## src/rtl/sfs_pkg.sv

```systemverilog
// ----------------------------------------------------------------------------
// sfs_pkg: shared types and constants
// Command codes, register indexes, phase codes and the item structs of the
// SPI flash read/program sequencer.
// ----------------------------------------------------------------------------
`default_nettype none

package sfs_pkg;

   localparam int PAGE_BYTES  = 256;
   localparam int PAGE_ADDR_W = $clog2(PAGE_BYTES);

   typedef enum logic [1:0] {
      CMD_TICK    = 2'd0,
      CMD_READ    = 2'd1,
      CMD_PROGRAM = 2'd2,
      CMD_LOAD    = 2'd3
   } cmd_type;

   typedef enum logic [1:0] {
      CSR_WREN_OP = 2'd0,
      CSR_PP_OP   = 2'd1,
      CSR_WRDI_OP = 2'd2,
      CSR_READ_OP = 2'd3
   } csr_index_type;

   localparam logic [7:0] WREN_OP_RESET = 8'h06;
   localparam logic [7:0] PP_OP_RESET   = 8'h02;
   localparam logic [7:0] WRDI_OP_RESET = 8'h04;
   localparam logic [7:0] READ_OP_RESET = 8'h03;

   typedef enum logic [10:0] {
      PH_IDLE  = 11'b000_0000_0001,
      PH_WREN  = 11'b000_0000_0010,
      PH_GAP1  = 11'b000_0000_0100,
      PH_PPCMD = 11'b000_0000_1000,
      PH_PADDR = 11'b000_0001_0000,
      PH_PDATA = 11'b000_0010_0000,
      PH_GAP2  = 11'b000_0100_0000,
      PH_WRDI  = 11'b000_1000_0000,
      PH_RCMD  = 11'b001_0000_0000,
      PH_RADDR = 11'b010_0000_0000,
      PH_RDATA = 11'b100_0000_0000
   } phase_type;

   typedef struct packed {
      cmd_type     cmd;
      logic [23:0] address;
      logic [8:0]  length;
      logic [7:0]  buffer_index;
      logic [7:0]  buffer_byte;
      logic        miso;
   } req_type;

   typedef struct packed {
      logic       chip_select_n;
      logic       serial_clock;
      logic       serial_out;
      logic [7:0] rx_byte;
      logic       rx_valid;
      logic       rx_last;
      logic       busy_res;
      logic       status;
   } rsp_type;

endpackage

`default_nettype wire

```

## src/rtl/sfs_ram.sv

```systemverilog
// ----------------------------------------------------------------------------
// sfs_ram: generic single-port-write, single-port-read RAM
// One write and one registered read per cycle.
// ----------------------------------------------------------------------------
`default_nettype none

module sfs_ram #(
   parameter int WIDTH = 8,
   parameter int DEPTH = 256
) (
   input  wire logic                     clock,
   input  wire logic                     wr_en,
   input  wire logic [$clog2(DEPTH)-1:0] wr_addr,
   input  wire logic [WIDTH-1:0]         wr_data,
   input  wire logic [$clog2(DEPTH)-1:0] rd_addr,
   output logic [WIDTH-1:0]              rd_data
);

   logic [WIDTH-1:0] mem_ff [DEPTH];
   logic [WIDTH-1:0] rd_data_ff;

   always_ff @(posedge clock) begin
      if (wr_en) begin
         mem_ff[wr_addr] <= wr_data;
      end
      rd_data_ff <= mem_ff[rd_addr];
   end

   assign rd_data = rd_data_ff;

endmodule

`default_nettype wire

```

## src/rtl/sfs_engine.sv

```systemverilog
// ----------------------------------------------------------------------------
// sfs_engine: serial sequencer state and per-item next-state logic
// Holds the opcode registers, phase, counters, shifters and pin levels, and
// the page buffer. Produces the result of the item presented on fire.
// ----------------------------------------------------------------------------
`default_nettype none

module sfs_engine import sfs_pkg::*; (
   input  wire logic       clock,
   input  wire logic       reset,
   input  wire logic       csr_wr_en,
   input  wire logic [1:0] csr_index,
   input  wire logic [7:0] csr_wdata,
   input  wire logic       fire,
   input  wire req_type    req,
   output rsp_type         rsp
);

   logic [7:0] wren_op_ff, pp_op_ff, wrdi_op_ff, read_op_ff;

   phase_type   phase_ff, phase_in;
   logic [3:0]  bit_cnt_ff, bit_cnt_in;
   logic [8:0]  byte_cnt_ff, byte_cnt_in;
   logic [8:0]  len_ff, len_in;
   logic [23:0] addr_ff, addr_in;
   logic [7:0]  shout_ff, shout_in;
   logic [7:0]  shin_ff, shin_in;
   logic        cs_ff, cs_in;
   logic        sck_ff, sck_in;
   logic        sdo_ff, sdo_in;

   logic                   buf_wr_en;
   logic [PAGE_ADDR_W-1:0] buf_rd_addr;
   logic [7:0]             buf_rd_data;

   logic       do_load, do_release;
   logic [7:0] load_val;
   phase_type  release_to;
   logic [7:0] shifted;
   logic [8:0] byte_next;

   // config registers
   always_ff @(posedge clock) begin
      if (reset) begin
         wren_op_ff <= WREN_OP_RESET;
         pp_op_ff   <= PP_OP_RESET;
         wrdi_op_ff <= WRDI_OP_RESET;
         read_op_ff <= READ_OP_RESET;
      end else if (csr_wr_en) begin
         case (csr_index_type'(csr_index))
            CSR_WREN_OP: wren_op_ff <= csr_wdata;
            CSR_PP_OP:   pp_op_ff   <= csr_wdata;
            CSR_WRDI_OP: wrdi_op_ff <= csr_wdata;
            CSR_READ_OP: read_op_ff <= csr_wdata;
            default:     ;
         endcase
      end
   end

   // buffer is stable while busy; prefetch the slot the next data byte needs
   assign buf_rd_addr = (phase_ff == PH_PDATA) ?
                        PAGE_ADDR_W'(byte_cnt_ff + 9'd1) : '0;
   assign buf_wr_en   = fire && (req.cmd == CMD_LOAD) && (phase_ff == PH_IDLE) &&
                        (32'(req.buffer_index) < PAGE_BYTES);

   sfs_ram #(
      .WIDTH (8),
      .DEPTH (PAGE_BYTES)
   ) u_page_buf (
      .clock   (clock),
      .wr_en   (buf_wr_en),
      .wr_addr (PAGE_ADDR_W'(req.buffer_index)),
      .wr_data (req.buffer_byte),
      .rd_addr (buf_rd_addr),
      .rd_data (buf_rd_data)
   );

   assign shifted   = {shout_ff[6:0], 1'b0};
   assign byte_next = byte_cnt_ff + 9'd1;

   always_comb begin
      phase_in    = phase_ff;
      bit_cnt_in  = bit_cnt_ff;
      byte_cnt_in = byte_cnt_ff;
      len_in      = len_ff;
      addr_in     = addr_ff;
      shout_in    = shout_ff;
      shin_in     = shin_ff;
      cs_in       = cs_ff;
      sck_in      = sck_ff;
      sdo_in      = sdo_ff;
      do_load     = 1'b0;
      do_release  = 1'b0;
      load_val    = 8'h00;
      release_to  = PH_IDLE;
      rsp         = '0;

      case (req.cmd)
         CMD_TICK: begin
            if (phase_ff == PH_GAP1 || phase_ff == PH_GAP2) begin
               cs_in    = 1'b0;
               do_load  = 1'b1;
               load_val = (phase_ff == PH_GAP1) ? pp_op_ff : wrdi_op_ff;
               phase_in = (phase_ff == PH_GAP1) ? PH_PPCMD : PH_WRDI;
            end else if (phase_ff != PH_IDLE) begin
               bit_cnt_in = bit_cnt_ff + 4'd1;
               if (!bit_cnt_ff[0]) begin
                  // rising edge: sample on read data bytes
                  sck_in = 1'b1;
                  if (phase_ff == PH_RDATA) begin
                     shin_in = {shin_ff[6:0], req.miso};
                  end
               end else begin
                  sck_in   = 1'b0;
                  shout_in = shifted;
                  if (bit_cnt_ff != 4'd15) begin
                     sdo_in = (phase_ff == PH_RDATA) ? 1'b0 : shifted[7];
                  end else begin
                     case (phase_ff)
                        PH_WREN: begin
                           do_release = 1'b1;
                           release_to = PH_GAP1;
                        end
                        PH_PPCMD, PH_RCMD: begin
                           byte_cnt_in = '0;
                           do_load     = 1'b1;
                           load_val    = addr_ff[23:16];
                           phase_in    = (phase_ff == PH_PPCMD) ? PH_PADDR : PH_RADDR;
                        end
                        PH_PADDR, PH_RADDR: begin
                           if (byte_next < 9'd3) begin
                              byte_cnt_in = byte_next;
                              do_load     = 1'b1;
                              load_val    = (byte_next == 9'd1) ? addr_ff[15:8]
                                                                : addr_ff[7:0];
                           end else begin
                              byte_cnt_in = '0;
                              if (len_ff == '0) begin
                                 do_release = 1'b1;
                                 release_to = (phase_ff == PH_PADDR) ? PH_GAP2 : PH_IDLE;
                              end else if (phase_ff == PH_PADDR) begin
                                 do_load  = 1'b1;
                                 load_val = buf_rd_data;
                                 phase_in = PH_PDATA;
                              end else begin
                                 do_load  = 1'b1;
                                 shin_in  = '0;
                                 phase_in = PH_RDATA;
                              end
                           end
                        end
                        PH_PDATA: begin
                           byte_cnt_in = byte_next;
                           if (byte_next < len_ff) begin
                              do_load  = 1'b1;
                              load_val = buf_rd_data;
                           end else begin
                              do_release = 1'b1;
                              release_to = PH_GAP2;
                           end
                        end
                        PH_RDATA: begin
                           byte_cnt_in  = byte_next;
                           rsp.rx_byte  = shin_ff;
                           rsp.rx_valid = 1'b1;
                           shin_in      = '0;
                           if (byte_next >= len_ff) begin
                              rsp.rx_last = 1'b1;
                              do_release  = 1'b1;
                           end else begin
                              do_load = 1'b1;
                           end
                        end
                        default: begin
                           do_release = 1'b1;
                        end
                     endcase
                  end
               end
            end
         end
         CMD_LOAD: begin
            // buffer write handled by buf_wr_en
         end
         default: begin
            if (phase_ff != PH_IDLE || 32'(req.length) > PAGE_BYTES) begin
               rsp.status = 1'b1;
            end else begin
               addr_in     = req.address;
               len_in      = req.length;
               byte_cnt_in = '0;
               shin_in     = '0;
               cs_in       = 1'b0;
               sck_in      = 1'b0;
               do_load     = 1'b1;
               if (req.cmd == CMD_READ) begin
                  load_val = read_op_ff;
                  phase_in = PH_RCMD;
               end else begin
                  load_val = wren_op_ff;
                  phase_in = PH_WREN;
               end
            end
         end
      endcase

      if (do_load) begin
         shout_in   = load_val;
         bit_cnt_in = '0;
         sdo_in     = load_val[7];
      end
      if (do_release) begin
         cs_in      = 1'b1;
         sdo_in     = 1'b0;
         bit_cnt_in = '0;
         phase_in   = release_to;
      end

      rsp.chip_select_n = cs_in;
      rsp.serial_clock  = sck_in;
      rsp.serial_out    = sdo_in;
      rsp.busy_res      = (phase_in != PH_IDLE);
   end

   always_ff @(posedge clock) begin
      if (reset) begin
         phase_ff    <= PH_IDLE;
         bit_cnt_ff  <= '0;
         byte_cnt_ff <= '0;
         len_ff      <= '0;
         addr_ff     <= '0;
         shout_ff    <= '0;
         shin_ff     <= '0;
         cs_ff       <= 1'b1;
         sck_ff      <= 1'b0;
         sdo_ff      <= 1'b0;
      end else if (fire) begin
         phase_ff    <= phase_in;
         bit_cnt_ff  <= bit_cnt_in;
         byte_cnt_ff <= byte_cnt_in;
         len_ff      <= len_in;
         addr_ff     <= addr_in;
         shout_ff    <= shout_in;
         shin_ff     <= shin_in;
         cs_ff       <= cs_in;
         sck_ff      <= sck_in;
         sdo_ff      <= sdo_in;
      end
   end

   // select only toggles with the clock low
   assert property (@(posedge clock) disable iff (reset) cs_ff |-> !sck_ff)
      else $error("serial clock high while deselected");

   assert property (@(posedge clock) disable iff (reset)
      (phase_ff == PH_IDLE || phase_ff == PH_GAP1 || phase_ff == PH_GAP2) |-> cs_ff)
      else $error("chip select low outside a segment");

   assert property (@(posedge clock) disable iff (reset)
      (fire && rsp.rx_valid) |-> (phase_ff == PH_RDATA && bit_cnt_ff == 4'd15))
      else $error("received byte outside a read data phase");

   assert property (@(posedge clock) disable iff (reset)
      (fire && rsp.rx_last) |=> (phase_ff == PH_IDLE && cs_ff))
      else $error("last byte did not end the read");

endmodule

`default_nettype wire

```

## src/rtl/spi_flash_read_program_sequencer_top.sv

```systemverilog
// ----------------------------------------------------------------------------
// spi_flash_read_program_sequencer_top: tick-driven SPI NOR flash master
// Input register, sequencer engine with page buffer, and result register.
// ----------------------------------------------------------------------------
//  channel  | direction | handshake            | payload
//  ---------+-----------+----------------------+-------------------------------
//  req_     | in        | req_valid/req_stall  | cmd address length buffer_*
//           |           |                      | miso
//  rsp_     | out       | rsp_valid/rsp_stall  | pin levels, rx_*, busy, status
//  csr_     | in        | csr_wr_en            | csr_index csr_wdata
//
//  One item per cycle sustained while rsp_stall stays low; an item passes the
//  input register, then the result register, before its result is presented.
//  Throughput is set by the combinational next-state logic of the engine; the
//  page buffer read is prefetched, so it adds no wait.
//  Reset is synchronous and active high; the page buffer is not cleared.
//  A stalled result holds the result register and, once the input register is
//  full, stalls the request side.
// ----------------------------------------------------------------------------
`default_nettype none

module spi_flash_read_program_sequencer_top import sfs_pkg::*; (
   input  wire logic        clock,
   input  wire logic        reset,

   input  wire logic        req_valid,
   output logic             req_stall,
   input  wire logic [1:0]  req_cmd,
   input  wire logic [23:0] req_address,
   input  wire logic [8:0]  req_length,
   input  wire logic [7:0]  req_buffer_index,
   input  wire logic [7:0]  req_buffer_byte,
   input  wire logic        req_miso,

   output logic             rsp_valid,
   input  wire logic        rsp_stall,
   output logic             rsp_chip_select_n,
   output logic             rsp_serial_clock,
   output logic             rsp_serial_out,
   output logic [7:0]       rsp_rx_byte,
   output logic             rsp_rx_valid,
   output logic             rsp_rx_last,
   output logic             rsp_busy_res,
   output logic             rsp_status,

   input  wire logic        csr_wr_en,
   input  wire logic [1:0]  csr_index,
   input  wire logic [7:0]  csr_wdata
);

   logic    in_valid_ff, in_valid_in;
   req_type in_data_ff;
   logic    out_valid_ff, out_valid_in;
   rsp_type out_data_ff;
   rsp_type eng_rsp;
   logic    out_stall;
   logic    fire;

   assign out_stall   = out_valid_ff && rsp_stall;
   assign req_stall   = in_valid_ff && out_stall;
   assign fire        = in_valid_ff && !out_stall;
   assign in_valid_in = req_stall ? in_valid_ff : req_valid;
   assign out_valid_in = out_stall ? out_valid_ff : in_valid_ff;

   always_ff @(posedge clock) begin
      if (reset) begin
         in_valid_ff  <= 1'b0;
         out_valid_ff <= 1'b0;
      end else begin
         in_valid_ff  <= in_valid_in;
         out_valid_ff <= out_valid_in;
      end
   end

   always_ff @(posedge clock) begin
      if (req_valid && !req_stall) begin
         in_data_ff <= '{cmd:          cmd_type'(req_cmd),
                         address:      req_address,
                         length:       req_length,
                         buffer_index: req_buffer_index,
                         buffer_byte:  req_buffer_byte,
                         miso:         req_miso};
      end
      if (fire) begin
         out_data_ff <= eng_rsp;
      end
   end

   sfs_engine u_engine (
      .clock     (clock),
      .reset     (reset),
      .csr_wr_en (csr_wr_en),
      .csr_index (csr_index),
      .csr_wdata (csr_wdata),
      .fire      (fire),
      .req       (in_data_ff),
      .rsp       (eng_rsp)
   );

   assign rsp_valid         = out_valid_ff;
   assign rsp_chip_select_n = out_data_ff.chip_select_n;
   assign rsp_serial_clock  = out_data_ff.serial_clock;
   assign rsp_serial_out    = out_data_ff.serial_out;
   assign rsp_rx_byte       = out_data_ff.rx_byte;
   assign rsp_rx_valid      = out_data_ff.rx_valid;
   assign rsp_rx_last       = out_data_ff.rx_last;
   assign rsp_busy_res      = out_data_ff.busy_res;
   assign rsp_status        = out_data_ff.status;

endmodule

`default_nettype wire

```

## config.mk

```make
export PLATFORM = sky130hd
export DESIGN_NAME = spi_flash_read_program_sequencer_top
export DESIGN_NICKNAME = d
export VERILOG_FILES = /design/src/rtl/sfs_pkg.sv /design/src/rtl/sfs_ram.sv /design/src/rtl/sfs_engine.sv /design/src/rtl/spi_flash_read_program_sequencer_top.sv
export SDC_FILE = /design/constraint.sdc
export NUM_CORES = 2
export LEC_CHECK = 0
export CAP_MARGIN = 25
export CORE_MARGIN = 2
export CORE_UTILIZATION = 37
export DETAILED_ROUTE_END_ITERATION = 7
export DONT_BUFFER_PORTS = 1
export PLACE_DENSITY = 0.6
export SLEW_MARGIN = 20
export SYNTH_ARGS = -nofsm -noshare
export SYNTH_HDL_FRONTEND = slang
export SYNTH_HIERARCHICAL = 1
export SYNTH_SLANG_ARGS = --single-unit
```

## constraint.sdc

```tcl
create_clock -name clock -period 5.7 [get_ports clock]
set_input_delay 0.57 -clock clock [delete_from_list [all_inputs] [get_ports clock]]
set_output_delay 0.57 -clock clock [all_outputs]
set_load 0.1 [all_outputs]
```

==> impl_summary.log <==
INFO  metric cts_max_path_buffers = 3
INFO  metric timing.max_cap.violations = 0
INFO  metric hold_violations = 0
INFO  metric port_buffers = 0
INFO  metric initial_utilization = 37.3%
INFO  metric critPathMaxStageDelay = 1.10 ns
INFO  metric cts_tree = yes
INFO  metric yosysWarnings = 6
INFO  metric hpwl = 136000 um
INFO  metric cts_resized = 0
INFO  metric finalWorstPathRequiredPeriod = 5.50 ns
INFO  metric max_clock_freq = 182 MHz
INFO  metric critical_path_peak_fanout = 10
INFO  metric mappedNetlistArea = 87800 um2
INFO  metric timing.hold.worst.class = in -> reg
INFO  metric placed_area = 92000 um2
INFO  metric finalNetCount = 4894
INFO  metric worstSetupEndpoint = u_engine/u_page_buf/rd_data[3]
INFO  metric cp.buffers_inverters = 1
INFO  metric timing_max_transition_violations_final = 0
INFO  metric die_w = 491 um
INFO  metric via_per_inst = 5.68
INFO  metric worst_reg_to_reg_cells = 10
INFO  metric total_number_of_h_tree_levels = 4
INFO  metric synthXorXnorAreaFrac = 0.110%
INFO  metric cp-start-kind = flop
INFO  metric grt_setup_unrepaired = no
INFO  metric pwr_density_cell = 328 nW/um2
INFO  metric grt_overflow_total = 0
INFO  metric cts_inserted_buffers = 217
INFO  metric yosysTopAreaCellShare = 72.3%
INFO  metric cp_data_arrival_time = 6.17 ns
INFO  metric r2r_start = u_engine/byte_cnt_ff[2]
INFO  metric final_cell_area = 99800 um2
INFO  metric vdd_ir_drop_max = 292 uV
INFO  metric multiInputGateArea = 20300 um2
INFO  metric area.growth.synth_to_final = 13.7%
INFO  metric antenna_found_initial = 12
INFO  metric synth_largest_area_cell = sky130_fd_sc_hd__edfxtp_1
INFO  metric synth.lib_cells_used.distinct = 89
INFO  metric path_cells = nand4_1, nor2_1, xnor2_1, nor2_2, buf_4, nor2b_1, nor2b_1, a31oi_1, nor4_1, nor4_1
INFO  metric synth_enable_flop_cells = 2115
INFO  metric synth-adder-area-share = 0.185%
INFO  metric post-route-period-util = 96.5%
INFO  metric place.gp.congestion = 0.856
INFO  metric final_layout_size_suffix_gt1_share = 20.4%
INFO  metric final_setup_fails = 0
INFO  metric worst-r2r-setup-slack = 0.20 ns
INFO  metric final-seq-area = 65900 um2
INFO  metric synth.most_common_cell = sky130_fd_sc_hd__edfxtp_1
INFO  metric ant_nets = 0
INFO  metric worstReg2RegEnd = u_engine/u_page_buf/rd_data[3]
INFO  metric crit_slowest_cell = sky130_fd_sc_hd__nor4_1
INFO  metric grt_pass1_wl = 326000 um
INFO  metric die-area = 241000 um2
INFO  metric syn-mean-instance-area = 19.0 um2
INFO  metric first_pass_iters = 5
INFO  metric synth_async_sr_flop_share = 0%
INFO  metric timing.setup.critical_path_class = reg -> reg
INFO  metric totalWireLength = 225000 um
INFO  metric route.met3.wl = 18800 um
INFO  metric ys_seq_area_share = 75.0%
INFO  metric synth-simple-area-share = 4.48%
INFO  metric clkSlewWorstSetupHoldPaths = 0.06 ns
INFO  metric synth.ff_latch_count = 2232
INFO  metric cts_num_sinks = 2232
INFO  metric num_vias = 46327
INFO  metric fin_setup_tns = 0 ns
INFO  metric nFillCells = 20605
INFO  metric synth.mux.area_fraction = 13.6%
INFO  metric postSynth.topFlopCell = sky130_fd_sc_hd__edfxtp_1
INFO  metric p_leak = 29.7 nW
INFO  metric synth_compound_gate_area_share = 4.66%
INFO  metric outcome = complete, no violations
INFO  metric netlist_instances = 4616
INFO  metric io_pins = 84
INFO  metric track_usage = 18.3%
INFO  metric std_cell_rows = 178
INFO  metric ys_top_cells_by_area = sky130_fd_sc_hd__edfxtp_1 (72%), sky130_fd_sc_hd__mux4_2 (12%), sky130_fd_sc_hd__dfxtp_1 (2.7%)
INFO  metric max-slew-margin-rel = 16.9%
INFO  metric maxUsedRoutingLayer = met5
INFO  metric crit_path_end_kind = flop
INFO  metric worst_slew_pin_slew = 1.24 ns
INFO  metric met1_length = 96000 um
INFO  metric drt_iter0_markers = 5874
INFO  metric startpoint = u_engine/byte_cnt_ff[2]
INFO  metric largest_family_of_logic_cells_by_synthesized_area = multiplexers
INFO  metric grt_start_max_net_pins = 229
INFO  metric cp_data_required_time = 6.37 ns
INFO  metric critical_path_cell_count = 10
INFO  metric finClkSkew = 0.0714 ns
INFO  metric synth_nets = 4696
INFO  metric fp.dieH = 491 um
INFO  metric top_family_by_delay_on_critical_path = simple AND/OR/NAND/NOR gates
INFO  metric wl_met2 = 106000 um
INFO  metric p_total = 32.8 mW
INFO  metric number_of_design_rule_violations_left_after_detail_routing = 0
INFO  metric clockRootBuffer = sky130_fd_sc_hd__clkbuf_16
INFO  metric vias_in_the_first_global_route = 45509
INFO  metric post-cts-setup-buffers = 0
INFO  metric hold_buffers = 69
INFO  metric core = 236000 um2
INFO  metric netlist_top_cells_count = sky130_fd_sc_hd__edfxtp_1 (2115), sky130_fd_sc_hd__mux4_2 (454), sky130_fd_sc_hd__nor2_1 (336)
INFO  metric drt-wirelength-per-cell = 27.7 um
INFO  metric worst_skew_pair.late_latency = 0.86 ns
[through the flow]
step | setup slack, ns | utilization, % | hold WS (ns) | instances
2_1_floorplan | 1.23 | - | 0.432 | 4616
3_3_place_gp | 0.158 | 39.0 | 0.433 | 7664
3_5_place_dp | 0.515 | 39.0 | 0.440 | 7671
4_1_cts | 0.412 | 42.3 | 0.00788 | 8144
5_1_grt | 0.221 | 42.4 | 0.0607 | 8150
6_report | 0.199 | 42.4 | 0.0658 | 8154
[registers in the layout, summed over array words and instances, names as in the netlist, 4 cells and up]
name	cells
u_engine/shout_ff	7
u_engine/u_page_buf/mem_ff	2048
u_engine/pp_op_ff	8
rsp_rx_byte	8
u_engine/u_page_buf/rd_data	8
u_engine/read_op_ff	8
u_engine/wrdi_op_ff	8
u_engine/wren_op_ff	8
u_engine/bit_cnt_ff	4
u_engine/shin_ff	8
u_engine/len_ff	9
u_engine/byte_cnt_ff	9
u_engine/addr_ff	24
u_engine/phase_ff	11
in_data_ff	52
[worst register-to-register path, cell delays in order, from the launching register on]
cell and delay, ns:
sky130_fd_sc_hd__dfxtp_1 0.52, sky130_fd_sc_hd__nand4_1 0.33, sky130_fd_sc_hd__nor2_1 0.32, sky130_fd_sc_hd__xnor2_1 0.16, sky130_fd_sc_hd__nor2_2 0.69, sky130_fd_sc_hd__buf_4 0.30, sky130_fd_sc_hd__nor2b_1 0.70, sky130_fd_sc_hd__nor2b_1 0.87
sky130_fd_sc_hd__a31oi_1 0.23, sky130_fd_sc_hd__nor4_1 1.10, sky130_fd_sc_hd__nor4_1 0.11
[logic make-up after synthesis]
family,after synthesis
xor gates and xnor gates,11
and+or+nand+nor,839
buffers and inverters,309
DFF,2232
muxes,618
adders and majority gates,13
AOI/OAI and AO/OA,594
[report_power, final]
part	switching, mW	internal [mW]	leakage [nW]
sequential	0.0882	18.0	20.0
clock	6.17	7.97	3.41
combinational	0.426	0.114	6.34
total	6.69	26.1	29.7
[layout by cell type, fill, tap and decap left out, types with 14 or more instances in the layout]
cell type,n
sky130_fd_sc_hd__a22o_1,23
sky130_fd_sc_hd__nor2b_1,45
sky130_fd_sc_hd__buf_4,154
sky130_fd_sc_hd__a221oi_1,14
sky130_fd_sc_hd__o21ai_0,27
sky130_fd_sc_hd__bufinv_16,18
sky130_fd_sc_hd__clkinv_2,41
sky130_fd_sc_hd__mux2i_1,160
sky130_fd_sc_hd__dfxtp_1,117
sky130_fd_sc_hd__and3_1,18
sky130_fd_sc_hd__inv_1,23
sky130_fd_sc_hd__edfxtp_1,2115
sky130_fd_sc_hd__a22oi_1,140
sky130_fd_sc_hd__clkbuf_16,221
sky130_fd_sc_hd__clkbuf_1,41
sky130_fd_sc_hd__dlygate4sd3_1,68
sky130_fd_sc_hd__nor2_1,328
sky130_fd_sc_hd__nand3_1,65
sky130_fd_sc_hd__o22ai_1,38
sky130_fd_sc_hd__nand2_1,194
sky130_fd_sc_hd__mux4_2,454
sky130_fd_sc_hd__buf_12,30
sky130_fd_sc_hd__clkinv_1,58
sky130_fd_sc_hd__a211oi_1,19
sky130_fd_sc_hd__nand4_1,22
sky130_fd_sc_hd__o221ai_1,53
sky130_fd_sc_hd__nor4_1,29
sky130_fd_sc_hd__nor3_1,43
sky130_fd_sc_hd__a21oi_1,189
[final cells by class]
class | instances | share of cell area [%]
Inverter | 26 | 0.0978
Tap cell | 3150 | 3.95
Multi-Input combinational cell | 2075 | 20.3
Clock inverter | 138 | 1.25
Sequential cell | 2232 | 66.0
Clock buffer | 266 | 5.75
Antenna cell | 5 | 0.0125
Timing Repair Buffer | 262 | 2.65
[metal layers]
layer  GRT usage (%)  vias to the layer above
li1                -                    19310
met1            26.4                    24603
met2            28.5                     2125
met3            3.66                      285
met4            4.30                        4
met5               0                        -
[worst min-delay path by stage]
stage | startpoint | endpoint | slack, ns | cells past startpoint
final | csr_index[1] | u_engine/wren_op_ff[2] | 0.07 | 3
after global routing | csr_index[1] | u_engine/wren_op_ff[2] | 0.06 | 3
after CTS | csr_index[1] | u_engine/wren_op_ff[2] | 0.008 | 3
after detailed placement | u_engine/addr_ff[4] | u_engine/addr_ff[4] | 0.44 | 2
after global placement | u_engine/addr_ff[19] | u_engine/addr_ff[19] | 0.43 | 2
after floorplan | u_engine/addr_ff[10] | u_engine/addr_ff[10] | 0.43 | 2
Power figures use the tool's default switching activity.
